<file path="config.mk">
export PLATFORM = sky130hd
export DESIGN_NAME = first_fit_heap_allocator
export DESIGN_NICKNAME = d
export VERILOG_FILES = /design/src/sv/ffha_pkg.sv /design/src/sv/ffha_cell.sv /design/src/sv/first_fit_heap_allocator.sv
export SDC_FILE = /design/constraint.sdc
export NUM_CORES = 1
export LEC_CHECK = 0
export ABC_AREA = 1
export BUFFER_PORTS_ARGS = -buffer_cell sky130_fd_sc_hd__buf_2
export CAP_MARGIN = 20
export CELL_PAD_IN_SITES_DETAIL_PLACEMENT = 1
export CELL_PAD_IN_SITES_GLOBAL_PLACEMENT = 1
export CORE_MARGIN = 1
export CORE_UTILIZATION = 45
export CTS_CLUSTER_SIZE = 30
export DETAILED_ROUTE_END_ITERATION = 16
export PLACE_DENSITY_LB_ADDON = 0.1
export SLEW_MARGIN = 30
export SYNTH_ARGS = -nofsm -noshare
export SYNTH_HDL_FRONTEND = slang
export SYNTH_SLANG_ARGS = --single-unit
</file>
<file path="constraint.sdc">
create_clock -name clk -period 43.5 [get_ports clk]
set_input_delay 2.175 -clock clk [delete_from_list [all_inputs] [get_ports clk]]
set_output_delay 2.175 -clock clk [all_outputs]
set_load 0.01 [all_outputs]
</file>
<file path="src/sv/ffha_pkg.sv">
// ----------------------------------------------------------------------------
// First-fit heap allocator package
// Field widths, command and status codes, controller states.
// ----------------------------------------------------------------------------
`timescale 1ns / 1ps

package ffha_pkg;

  localparam int CMD_W    = 2;
  localparam int KIND_W   = 8;
  localparam int SIZE_W   = 12;
  localparam int HANDLE_W = 12;
  localparam int STATUS_W = 3;

  typedef enum logic [CMD_W-1:0] {
    CMD_CREATE   = 2'd0,
    CMD_DELETE   = 2'd1,
    CMD_VALIDATE = 2'd2,
    CMD_NONE     = 2'd3
  } cmd_t;

  typedef enum logic [STATUS_W-1:0] {
    ST_OK       = 3'd0,
    ST_NOSPACE  = 3'd1,
    ST_NOTFOUND = 3'd2,
    ST_NULL     = 3'd3,
    ST_INVALID  = 3'd4
  } status_t;

  typedef enum logic [1:0] {
    S_IDLE = 2'b01,
    S_RUN  = 2'b10
  } state_t;

endpackage

</file>
<file path="src/sv/ffha_cell.sv">
// ----------------------------------------------------------------------------
// First-fit heap allocator table cell
// Holds one table entry and passes it to its neighbor on shift.
// ----------------------------------------------------------------------------
`timescale 1ns / 1ps

module ffha_cell #(
  parameter int AW = 12
) (
  input  logic                        clk,
  input  logic                        shift,
  input  logic [AW-1:0]               in_start,
  input  logic [ffha_pkg::SIZE_W-1:0] in_size,
  input  logic [ffha_pkg::KIND_W-1:0] in_kind,
  output logic [AW-1:0]               out_start,
  output logic [ffha_pkg::SIZE_W-1:0] out_size,
  output logic [ffha_pkg::KIND_W-1:0] out_kind
);

  logic [AW-1:0]               start_r;
  logic [ffha_pkg::SIZE_W-1:0] size_r;
  logic [ffha_pkg::KIND_W-1:0] kind_r;

  always_ff @(posedge clk) begin
    if (shift) begin
      start_r <= in_start;
      size_r  <= in_size;
      kind_r  <= in_kind;
    end
  end

  assign out_start = start_r;
  assign out_size  = size_r;
  assign out_kind  = kind_r;

endmodule

</file>
<file path="src/sv/first_fit_heap_allocator.sv">
// ----------------------------------------------------------------------------
// First-fit heap allocator
// Each command makes a full rotation of the cell chain past the head
// controller; the result strobe comes after the rotation, and no new command
// is accepted until the controller is back in idle.
// Reset: synchronous, active low; clears entry count and control state.
// ----------------------------------------------------------------------------
`timescale 1ns / 1ps

module first_fit_heap_allocator #(
  parameter int HEAP_BYTES   = 4096,
  parameter int HEADER_BYTES = 5,
  parameter int MAX_ENTRIES  = 32
) (
  input  logic                          clk,
  input  logic                          rst_n,
  input  logic                          start,
  output logic                          busy,
  input  logic [ffha_pkg::CMD_W-1:0]    in_cmd,
  input  logic [ffha_pkg::KIND_W-1:0]   in_alloc_type,
  input  logic [ffha_pkg::SIZE_W-1:0]   in_payload_size,
  input  logic [ffha_pkg::HANDLE_W-1:0] in_handle,
  input  logic                          in_handle_present,
  output logic                          out_valid,
  output logic [ffha_pkg::STATUS_W-1:0] out_status,
  output logic [ffha_pkg::HANDLE_W-1:0] out_result_handle,
  output logic [ffha_pkg::KIND_W-1:0]   out_found_type
);

  localparam int AW  = $clog2(HEAP_BYTES);
  localparam int EW  = $clog2(HEAP_BYTES + 1);
  localparam int NW  = ffha_pkg::SIZE_W + 1;
  localparam int SW  = ((EW > NW) ? EW : NW) + 1;
  localparam int KW  = $clog2(MAX_ENTRIES);
  localparam int CW  = $clog2(MAX_ENTRIES + 1);
  localparam int HW  = (AW > ffha_pkg::HANDLE_W) ? AW : ffha_pkg::HANDLE_W;
  localparam logic [KW-1:0] K_LAST = KW'(MAX_ENTRIES - 1);
  localparam logic [CW-1:0] C_FULL = CW'(MAX_ENTRIES);
  localparam logic [SW-1:0] S_HEAP = SW'(HEAP_BYTES);
  localparam logic [SW-1:0] S_HDR  = SW'(HEADER_BYTES);

  // chain wiring
  logic [AW-1:0]               c_start [MAX_ENTRIES];
  logic [ffha_pkg::SIZE_W-1:0] c_size  [MAX_ENTRIES];
  logic [ffha_pkg::KIND_W-1:0] c_kind  [MAX_ENTRIES];
  logic [AW-1:0]               n_start [MAX_ENTRIES];
  logic [ffha_pkg::SIZE_W-1:0] n_size  [MAX_ENTRIES];
  logic [ffha_pkg::KIND_W-1:0] n_kind  [MAX_ENTRIES];

  logic [AW-1:0]               push_start;
  logic [ffha_pkg::SIZE_W-1:0] push_size;
  logic [ffha_pkg::KIND_W-1:0] push_kind;
  logic                        shift;

  genvar gi;
  generate
    for (gi = 0; gi < MAX_ENTRIES; gi++) begin : g_cell
      if (gi == MAX_ENTRIES - 1) begin : g_tail
        assign n_start[gi] = push_start;
        assign n_size[gi]  = push_size;
        assign n_kind[gi]  = push_kind;
      end else begin : g_mid
        assign n_start[gi] = c_start[gi+1];
        assign n_size[gi]  = c_size[gi+1];
        assign n_kind[gi]  = c_kind[gi+1];
      end
      ffha_cell #(.AW(AW)) u_cell (
        .clk       (clk),
        .shift     (shift),
        .in_start  (n_start[gi]),
        .in_size   (n_size[gi]),
        .in_kind   (n_kind[gi]),
        .out_start (c_start[gi]),
        .out_size  (c_size[gi]),
        .out_kind  (c_kind[gi])
      );
    end
  endgenerate

  // controller
  ffha_pkg::state_t state_r, state_nxt;
  logic [KW-1:0]               k_r, k_nxt;
  logic [CW-1:0]               count_r, count_nxt;
  ffha_pkg::cmd_t              cmd_r;
  logic [ffha_pkg::KIND_W-1:0] kind_r;
  logic [ffha_pkg::SIZE_W-1:0] size_r;
  logic [AW-1:0]               handle_r;
  logic                        present_r;
  logic                        hbad_r;
  logic [EW-1:0]               end_r, end_nxt;
  logic                        found_r, found_nxt;
  logic [ffha_pkg::HANDLE_W-1:0] res_r, res_nxt;
  logic [ffha_pkg::KIND_W-1:0] hit_r, hit_nxt;
  logic [AW-1:0]               carry_start_r;
  logic [ffha_pkg::SIZE_W-1:0] carry_size_r;
  logic [ffha_pkg::KIND_W-1:0] carry_kind_r;

  logic                        out_valid_r, out_valid_nxt;
  logic [ffha_pkg::STATUS_W-1:0] out_status_r, out_status_nxt;
  logic [ffha_pkg::HANDLE_W-1:0] out_res_r, out_res_nxt;
  logic [ffha_pkg::KIND_W-1:0] out_type_r, out_type_nxt;

  logic          accept, live, at_tail, full, last;
  logic [SW-1:0] need, fit_end, h_end;
  logic [HW-1:0] handle_ext;

  assign accept  = start && (state_r == ffha_pkg::S_IDLE);
  assign busy    = (state_r != ffha_pkg::S_IDLE);
  assign shift   = (state_r == ffha_pkg::S_RUN);
  assign live    = CW'(k_r) < count_r;
  assign at_tail = CW'(k_r) == count_r;
  assign full    = count_r == C_FULL;
  assign last    = k_r == K_LAST;
  assign need    = S_HDR + SW'(size_r);
  assign fit_end = SW'(end_r) + need;
  assign h_end   = SW'(c_start[0]) + S_HDR + SW'(c_size[0]);
  assign handle_ext = HW'(in_handle);

  always_comb begin
    state_nxt  = state_r;
    k_nxt      = k_r;
    count_nxt  = count_r;
    end_nxt    = end_r;
    found_nxt  = found_r;
    res_nxt    = res_r;
    hit_nxt    = hit_r;
    push_start = c_start[0];
    push_size  = c_size[0];
    push_kind  = c_kind[0];
    out_valid_nxt  = 1'b0;
    out_status_nxt = out_status_r;
    out_res_nxt    = out_res_r;
    out_type_nxt   = out_type_r;
    case (state_r)
      ffha_pkg::S_IDLE: begin
        if (accept) begin
          state_nxt = ffha_pkg::S_RUN;
          k_nxt     = '0;
          end_nxt   = '0;
          found_nxt = 1'b0;
          res_nxt   = '0;
          hit_nxt   = '0;
        end
      end
      ffha_pkg::S_RUN: begin
        case (cmd_r)
          ffha_pkg::CMD_CREATE: begin
            if (found_r) begin
              push_start = carry_start_r;
              push_size  = carry_size_r;
              push_kind  = carry_kind_r;
            end else if (!full && ((live && (SW'(c_start[0]) >= fit_end)) ||
                                   (at_tail && (fit_end <= S_HEAP)))) begin
              found_nxt  = 1'b1;
              res_nxt    = ffha_pkg::HANDLE_W'(end_r);
              push_start = AW'(end_r);
              push_size  = size_r;
              push_kind  = kind_r;
            end else if (live) begin
              end_nxt = EW'(h_end);
            end
          end
          ffha_pkg::CMD_DELETE: begin
            if (found_r || (present_r && !hbad_r && live && (c_start[0] == handle_r))) begin
              found_nxt  = 1'b1;
              push_start = c_start[1];
              push_size  = c_size[1];
              push_kind  = c_kind[1];
            end
          end
          ffha_pkg::CMD_VALIDATE: begin
            if (!found_r && present_r && !hbad_r && live && (c_start[0] == handle_r)) begin
              found_nxt = 1'b1;
              hit_nxt   = c_kind[0];
            end
          end
          default: begin
          end
        endcase
        k_nxt = k_r + KW'(1);
        if (last) begin
          state_nxt     = ffha_pkg::S_IDLE;
          out_valid_nxt = 1'b1;
          out_res_nxt   = '0;
          out_type_nxt  = '0;
          case (cmd_r)
            ffha_pkg::CMD_CREATE: begin
              if (found_nxt) begin
                out_status_nxt = ffha_pkg::ST_OK;
                out_res_nxt    = res_nxt;
                count_nxt      = count_r + CW'(1);
              end else begin
                out_status_nxt = ffha_pkg::ST_NOSPACE;
              end
            end
            ffha_pkg::CMD_DELETE: begin
              if (found_nxt) begin
                out_status_nxt = ffha_pkg::ST_OK;
                count_nxt      = count_r - CW'(1);
              end else begin
                out_status_nxt = ffha_pkg::ST_NOTFOUND;
              end
            end
            ffha_pkg::CMD_VALIDATE: begin
              if (!present_r) begin
                out_status_nxt = ffha_pkg::ST_NULL;
              end else if (found_nxt) begin
                out_status_nxt = ffha_pkg::ST_OK;
                out_type_nxt   = hit_nxt;
              end else begin
                out_status_nxt = ffha_pkg::ST_INVALID;
              end
            end
            default: begin
              out_status_nxt = ffha_pkg::ST_INVALID;
            end
          endcase
        end
      end
      default: begin
        state_nxt = ffha_pkg::S_IDLE;
      end
    endcase
  end

  always_ff @(posedge clk) begin
    if (!rst_n) begin
      state_r     <= ffha_pkg::S_IDLE;
      count_r     <= '0;
      out_valid_r <= 1'b0;
      k_r         <= '0;
      found_r     <= 1'b0;
    end else begin
      state_r     <= state_nxt;
      count_r     <= count_nxt;
      out_valid_r <= out_valid_nxt;
      k_r         <= k_nxt;
      found_r     <= found_nxt;
    end
  end

  always_ff @(posedge clk) begin
    end_r        <= end_nxt;
    res_r        <= res_nxt;
    hit_r        <= hit_nxt;
    out_status_r <= out_status_nxt;
    out_res_r    <= out_res_nxt;
    out_type_r   <= out_type_nxt;
    if (shift) begin
      carry_start_r <= c_start[0];
      carry_size_r  <= c_size[0];
      carry_kind_r  <= c_kind[0];
    end
    if (accept) begin
      cmd_r     <= ffha_pkg::cmd_t'(in_cmd);
      kind_r    <= in_alloc_type;
      size_r    <= in_payload_size;
      handle_r  <= AW'(handle_ext);
      hbad_r    <= (handle_ext >> AW) != '0;
      present_r <= in_handle_present;
    end
  end

  assign out_valid         = out_valid_r;
  assign out_status        = out_status_r;
  assign out_result_handle = out_res_r;
  assign out_found_type    = out_type_r;

endmodule

</file>
==> impl_metrics.ini, run 1 <==
[synth]
ys_ff_latch = 1162
synth_edf_count = 1147
synth_simple_gate_area_frac = 0.0398
synth_top_family_by_area = simple AND/OR/NAND/NOR gates
synth_compound_area_frac = 0.0344
synth-main-ff-cell = edfxtp_1
ys_types = 44
synth_area_leaders = edfxtp_1 (87%), ha_1 (2.4%), nand2_1 (1.9%)
postSynthAreaPerCell_sq_um = 19.7
synth_area_sq_mm = 0.0394
synthMuxAreaShare = 0
synthAdderAreaFrac = 0.0250
async_reset_ff_frac = 0
netlist_instances = 1999
synth_top_area_share = 0.875
synthXorXnorAreaFrac = 0.00245
synth_nets = 2114
ys_warn_count = 0
yosysSeqAreaShare = 0.882
synth_top_area_cell = edfxtp_1

[global_route]
grt.overflow.total = 0
use_met3 = 0.0268
antenna_found_initial = 7
grt_pass1_vias = 17642
grt_pass1_wl_microns = 106000
grt_usage = 0.157
met2_usage = 0.238
grt_busiest_layer = met2
use_met1 = 0.231
grt_max_degree = 211

[cts]
tritoncts = done
clk_latency_ns = 0.68
clock_path_buffers = 3
clk_pin_slew_ns = 0.07
root_buffer = clkbuf_16
postCtsSetupBuffers = 0
cts_made_buffers = 115
cts_max_level = 3
holdBufCountCts = 0
cts_num_sinks = 1162
postCtsResizedCells = 0

[power_and_ir_drop]
swShare = 0.205
p_leak_uw = 0.0151
seq_power_share = 0.542
p_int_uw = 1830
powerDensity_mw_per_mm2 = 51.2
irDropWorstVdd_v = 0.0000394
clkPwrFrac = 0.427
comb_power_share = 0.031
switchingPower_uw = 473

[floorplan]
die_area_sq_mm = 0.0887
fp.dieW_microns = 298
core_sq_mm = 0.0868
rows = 108
die_h_microns = 298
io_pins = 63
start_util = 0.454

[finish]
drive_gt1_frac = 0.132
n_fill_cell = 7782
fin_nets = 2280
final_util = 0.520
area_delta_synth_final_pct = 14.4

[setup_path]
max_stage_delay_ns = 0.57
arrival_ns = 5.49
path_class = reg -> reg
reg2reg_to = res_r[10]$_SDFFCE_PN0P_
cp-start-kind = register
crit_buf_inv = 2
cp-end-kind = register
r2r_start = size_r[1]$_DFFE_PP_
path_cells = ha_1, ha_1, fa_1, nand3_1, nand2_1, nand2_1, nand3_1, nand2_1, inv_1, ha_1, nand2_1, nor2_1, a211oi_1, nand2_1, nand2_1, nand2_1, nand2_1, nand2_1, nand3_4, inv_2, nand2_2, o21ai_2, nor2_1
worstPathRequired_ns = 43.90
critPathSlowestCell = inv_2
cp_max_fo = 53
crit_top_cell = nand2_1
r2r_setup_slack_ns = 38.41
crit_family = simple AND/OR/NAND/NOR gates
reg2regPathDepth = 23

[place]
gp_congestion = 0.775
hpwl_microns = 38700
portBuffers = 62

[run_status]
status = finished, final reports clean

[sta]
min_period_ns = 5.09
setup_viol = 0
slew_headroom = 0.359
rsz0062_at_grt = no
fin_crit_sh = 0.117
fmax_ghz = 0.196
worst_pin_slew_ns = 0.959
skew_ns = 0.0210
hold_viol_final = 0
final-max-slew-violation-count = 0
tns_ns = 0

[min_path]
hold_class = reg -> reg
whs_endpoint = g_cell[25].u_cell.out_kind[7]$_DFFE_PP_
min_from = g_cell[26].u_cell.out_kind[7]$_DFFE_PP_
min_path_cells = 0

[run]
cap_violations = 0

[detailed_routing]
dr.first_iter.drc_count = 1049
drc = 0
avgRoutedWirePerCell_microns = 19.9
vias_per_cell = 4.94
final_antenna_net_count = 0
drt_pass1_iterations = 5
routed-via-count = 16894
wl_microns = 68000
-- worst max path at each step --
stage	startpoint	cells past startpoint	slack [ns]	end
6_report	size_r[1]$_DFFE_PP_	23	38.41	res_r[10]$_SDFFCE_PN0P_
5_1_grt	end_r[1]$_SDFFCE_PN0P_	23	37.92	res_r[0]$_SDFFCE_PN0P_
4_1_cts	end_r[1]$_SDFFCE_PN0P_	23	38.29	res_r[0]$_SDFFCE_PN0P_
3_5_place_dp	end_r[1]$_SDFFCE_PN0P_	23	38.36	res_r[0]$_SDFFCE_PN0P_
3_3_place_gp	end_r[1]$_SDFFCE_PN0P_	23	38.45	res_r[0]$_SDFFCE_PN0P_
2_1_floorplan	state_r[1]$_SDFFE_PN0P_	5	10.93	end_r[10]$_SDFFCE_PN0P_
-- registers in the layout, summed over array words and instances, names as in the netlist, 8 cells and up --
signal and cells:
kind_r 8, hit_r 8, carry_size_r 12, g_cell.u_cell.out_size 384
handle_r 12, carry_kind_r 8, size_r 12, out_result_handle 12
carry_start_r 12, res_r 12, end_r 13, out_found_type 8
g_cell.u_cell.out_start 384, g_cell.u_cell.out_kind 256
-- per-stage QoR --
step                      instance area, sq um  std cells  total power (uW)  worst slack [ns]  hold slack (ns)
after floorplan                          39400       1999              1350             10.93            0.400
after global placement                   41200       3199              1350             38.45            0.401
after detailed placement                 41200       3199              1350             38.36            0.405
after CTS                                44900       3412              2340             38.29            0.408
after global routing                     45100       3416              2390             37.92            0.417
final                                    45100       3418              2310             38.41            0.408
-- cell usage in the layout (no fill, tap or decap), types with 5 or more instances in the layout --
cell and instances:
edfxtp_1 1147, nand2_1 203, inv_1 120, clkbuf_16 116, nor2_1 99, ha_1 74
buf_2 62, a21oi_1 55, o21ai_0 53, o211ai_1 48, clkinv_2 28, nand3_1 26
clkinv_1 26, o2111ai_1 19, dfxtp_1 15, bufinv_16 14, o21ai_1 12, nand4_1 10
o21ai_2 10, clkinvlp_4 10, clkbuf_1 10, buf_4 9, inv_6 7, nand2_2 6
nor3_1 6, xnor2_1 6, inv_2 5, nand3b_1 5, xor2_1 5, or2_2 5
-- power groups by stage --
stage,Clock [uW],Combinational [uW],Sequential (uW)
5_1_grt,1050,81.4,1250
6_report,985,71.8,1250
3_5_place_dp,0,72.8,1280
4_1_cts,1020,73.2,1250
2_1_floorplan,0,48.7,1300
3_3_place_gp,0,71.3,1280
-- cell families (layout without fill, tap and decap cells) --
group           count (synthesis)  after routing
compound gates                215            215
buf+inv                       160            422
fa+ha+maj                      77             77
flops                        1162           1162
other cells                     0              2
xor+xnor                       11             11
simple gates                  374            374
-- cell usage after synthesis, types with 3 or more instances --
master	instances
ha_1	74
dfxtp_1	15
nand2_1	204
xnor2_1	6
nor2_1	102
nand4_1	10
a31oi_1	3
nor3_1	6
inv_1	121
or2_2	5
o2111ai_1	19
o21ai_0	54
nand3_1	26
a21oi_1	55
o21ai_2	10
buf_2	5
edfxtp_1	1147
xor2_1	5
fa_1	3
o211ai_1	48
and2_1	3
inv_2	5
nand2_2	5
nand3b_1	5
o21ai_1	11
clkbuf_1	22
o21bai_1	4
buf_6	3
-- layout make-up --
cell class              count  area, sq um  share of cell area
flip-flops and latches   1162        34700               0.771
multi-input cells         677         4020              0.0893
clock buffers             126         2940              0.0652
well taps                1155         1450              0.0321
clock inverters            87          841              0.0187
repair buffers             81          591              0.0131
inverters                 128          483              0.0107
diodes                      2         5.00            0.000111
-- metal layers --
| layer | routed length, microns | vias to the layer above | part of all wire |
|---|---|---|---|
| met4 | 2010 | 4 | 0.030 |
| met3 | 2180 | 126 | 0.032 |
| met5 | 27 | - | 0.00040 |
| met1 | 32900 | 8610 | 0.48 |
| met2 | 30900 | 228 | 0.45 |
| li1 | - | 7926 | - |
(Power assumes the default switching activity.)
==> run 2: changes to the inputs <==
--- a/config.mk
+++ b/config.mk
@@ -5,7 +5,7 @@
 export SDC_FILE = /design/constraint.sdc
 export NUM_CORES = 1
 export LEC_CHECK = 0
-export ABC_AREA = 1
+export ABC_AREA = 0
 export BUFFER_PORTS_ARGS = -buffer_cell sky130_fd_sc_hd__buf_2
 export CAP_MARGIN = 20
 export CELL_PAD_IN_SITES_DETAIL_PLACEMENT = 1
==> constraint.sdc (replaced) <==
create_clock -name clk -period 5.2 [get_ports clk]
set_input_delay 0.26 -clock clk [delete_from_list [all_inputs] [get_ports clk]]
set_output_delay 0.26 -clock clk [all_outputs]
set_load 0.01 [all_outputs]
==> run 2 against run 1 <==
Net effect:
- maximum frequency is 4.3% higher
- total power grew to 8.2 times the previous value
- synthesized area decreased by 0.91%
- sequential power rose to 8.4 times the previous value
- via count shrank 4.5%
- non-clock buffer count is 45 higher
- register-to-register slack lost 38 ns
- largest power group unchanged
- highest routed layer is now met4
==> impl_metrics.ini, run 2 <==
[run_status]
status = finished, final reports clean

[global_route]
grt_max_degree = 210
grt.overflow.total = 0
antenna_found_initial = 6
grt_pass1_wl_microns = 102000
grt_pass1_vias = 16836
grt_usage = 0.154

[sta]
hold_viol_final = 0
fmax_ghz = 0.205
final-max-slew-violation-count = 0
setup_viol = 0
rsz0062_at_grt = no
worst_pin_slew_ns = 0.940
skew_ns = 0.0292
fin_crit_sh = 0.939
min_period_ns = 4.88
tns_ns = 0
slew_headroom = 0.373

[place]
dp.cells = 2933
portBuffers = 62
hpwl_microns = 36600
gp_congestion = 0.808

[cts]
clk_pin_slew_ns = 0.07
cts_made_buffers = 115
clk_latency_ns = 0.69
tritoncts = done
clock_path_buffers = 3
cts_num_sinks = 1162
root_buffer = clkbuf_16
cts_max_level = 3

[detailed_routing]
dr.first_iter.drc_count = 1313
routed-via-count = 16136
drt_pass1_iterations = 5
final_antenna_net_count = 0
avgRoutedWirePerCell_microns = 20.7
wl_met2_microns = 29600
highest_layer = met4
wl_met3_microns = 2020
wl_microns = 65700
wl_met1_microns = 32400
drc = 0
vias_per_cell = 5.07

[floorplan]
die_h_microns = 296
fp.dieW_microns = 296
core_sq_mm = 0.0855
io_pins = 63
die_area_sq_mm = 0.0879
start_util = 0.456
rows = 107

[power_and_ir_drop]
seq_power_share = 0.553
switchingPower_uw = 3920
powerDensity_mw_per_mm2 = 422
comb_power_share = 0.035
clkPwrFrac = 0.413
p_int_uw = 15000
swShare = 0.207
p_leak_uw = 0.0149
irDropWorstVdd_v = 0.000290

[synth]
netlist_instances = 1731
synth_top_area_cell = edfxtp_1
ys_ff_latch = 1162
synth_edf_count = 1147
async_reset_ff_frac = 0
ys_warn_count = 0
synth-main-ff-cell = edfxtp_1
yosysSeqAreaShare = 0.890
yosysMostFrequentCell = edfxtp_1
synth_area_leaders = edfxtp_1 (88%), ha_1 (2.4%), mux2i_1 (1.5%)
synth_area_sq_mm = 0.0390
synth_nets = 1846
ys_top_cells_by_count = edfxtp_1 (1147), ha_1 (74), nor2_1 (64)
ys_types = 59
postSynthAreaPerCell_sq_um = 22.5
synth_top_area_share = 0.883

[min_path]
min_path_cells = 5
whs_endpoint = k_r[1]$_SDFFE_PN0P_
hold_class = in -> reg
min_from = start

[finish]
layout.cells.non_filler = 3181
fin_nets = 2061
drive_gt1_frac = 0.151
area_delta_synth_final_pct = 15.1
n_fill_cell = 7417
final_util = 0.525
final_common_cell = edfxtp_1
final_cell_mix = edfxtp_1 (1147), clkbuf_16 (115), ha_1 (73)

[setup_path]
cp-start-kind = register
worstPathRequired_ns = 5.62
reg2regPathDepth = 18
cp-end-kind = register
cp_max_fo = 11
r2r_setup_slack_ns = 0.32
reg2reg_to = g_cell[31].u_cell.out_start[9]$_DFFE_PP_
r2r_start = size_r[1]$_DFFE_PP_
arrival_ns = 5.30
path_class = reg -> reg

[run]
cap_violations = 0
## run 2: power groups by stage
stage / Combinational, uW / Clock (uW) / Sequential [uW]
after detailed placement: 628 / 0 / 10700
after floorplan: 424 / 0 / 10700
final: 654 / 7820 / 10500
after CTS: 653 / 8080 / 10500
after global routing: 721 / 8380 / 10500
after global placement: 608 / 0 / 10700
## run 2: final cells by class
cell class | count | area [sq um] | area share
flip-flops and latches | 1162 | 34700 | 0.774
multi-input cells | 499 | 4050 | 0.0903
clock buffers | 141 | 2980 | 0.0663
well taps | 1144 | 1430 | 0.0319
repair buffers | 126 | 950 | 0.0212
clock inverters | 66 | 559 | 0.0125
inverters | 42 | 184 | 0.00410
diodes | 1 | 2.50 | 0.0000557
## run 2: kinds of logic (layout without fill, tap and decap cells)
group,count (synthesis),count (layout),share of synthesized area
AOI/OAI and AO/OA,150,150,0.0274
DFF,1162,1162,0.890
muxes,89,89,0.0239
xor gates and xnor gates,33,33,0.00741
adders and majority gates,77,77,0.0253
and+or+nand+nor,150,150,0.0185
other,0,1,0
buffers and inverters,70,375,0.00728
## run 2: worst max-delay path by stage
stage	startpoint	to
after floorplan	state_r[0]$_SDFFE_PN1P_	hit_r[0]$_SDFFCE_PN0P_
after detailed placement	size_r[1]$_DFFE_PP_	out_status[2]$_DFFE_PP_
after global routing	size_r[1]$_DFFE_PP_	out_status[2]$_DFFE_PP_
after CTS	end_r[1]$_SDFFCE_PN0P_	out_status[2]$_DFFE_PP_
final	size_r[1]$_DFFE_PP_	g_cell[31].u_cell.out_start[9]$_DFFE_PP_
after global placement	end_r[1]$_SDFFCE_PN0P_	out_status[2]$_DFFE_PP_
## run 2: critical path, cell delays in order, from the launching register on
cell and delay [ns]:
edfxtp_1 0.41, ha_1 0.32, ha_1 0.25, fa_2 0.36, a21o_1 0.19, a221oi_2 0.27, buf_4 0.17, o211ai_2 0.10
xnor2_1 0.21, ha_1 0.29, a211o_1 0.31, nor3_1 0.27, a2111oi_2 0.07, o211ai_1 0.33, nand2b_2 0.24, buf_4 0.20
buf_4 0.27, mux2i_1 0.26, o21ai_1 0.09
## run 2: timing repair
| item | in CTS | in global routing |
|---|---|---|
| endpoints found under the setup margin | 0 | 49 |
| hold buffers | 36 | 0 |
| buffers inserted | 0 | 2 |
| resized for setup | 0 | 7 |
| endpoints found under the hold margin | 44 | 0 |
## run 2: per-stage QoR
| stage | power (uW) | cell area, sq um | worst slack [ns] | hold WS (ns) |
|---|---|---|---|---|
| global route | 19600 | 44900 | 0.0312 | 0.202 |
| finish | 18900 | 44900 | 0.317 | 0.175 |
| global placement | 11300 | 40900 | 0.280 | 0.401 |
| CTS | 19200 | 44800 | 0.0697 | 0.122 |
| detailed placement | 11300 | 40900 | 0.107 | 0.405 |
| floorplan | 11100 | 39000 | 0.215 | 0.359 |
## run 2: metal layers
metal,track usage,vias to the layer above
met3,0.0253,112
met5,0,-
met1,0.234,8432
met2,0.225,233
li1,-,7359
met4,0.0564,0
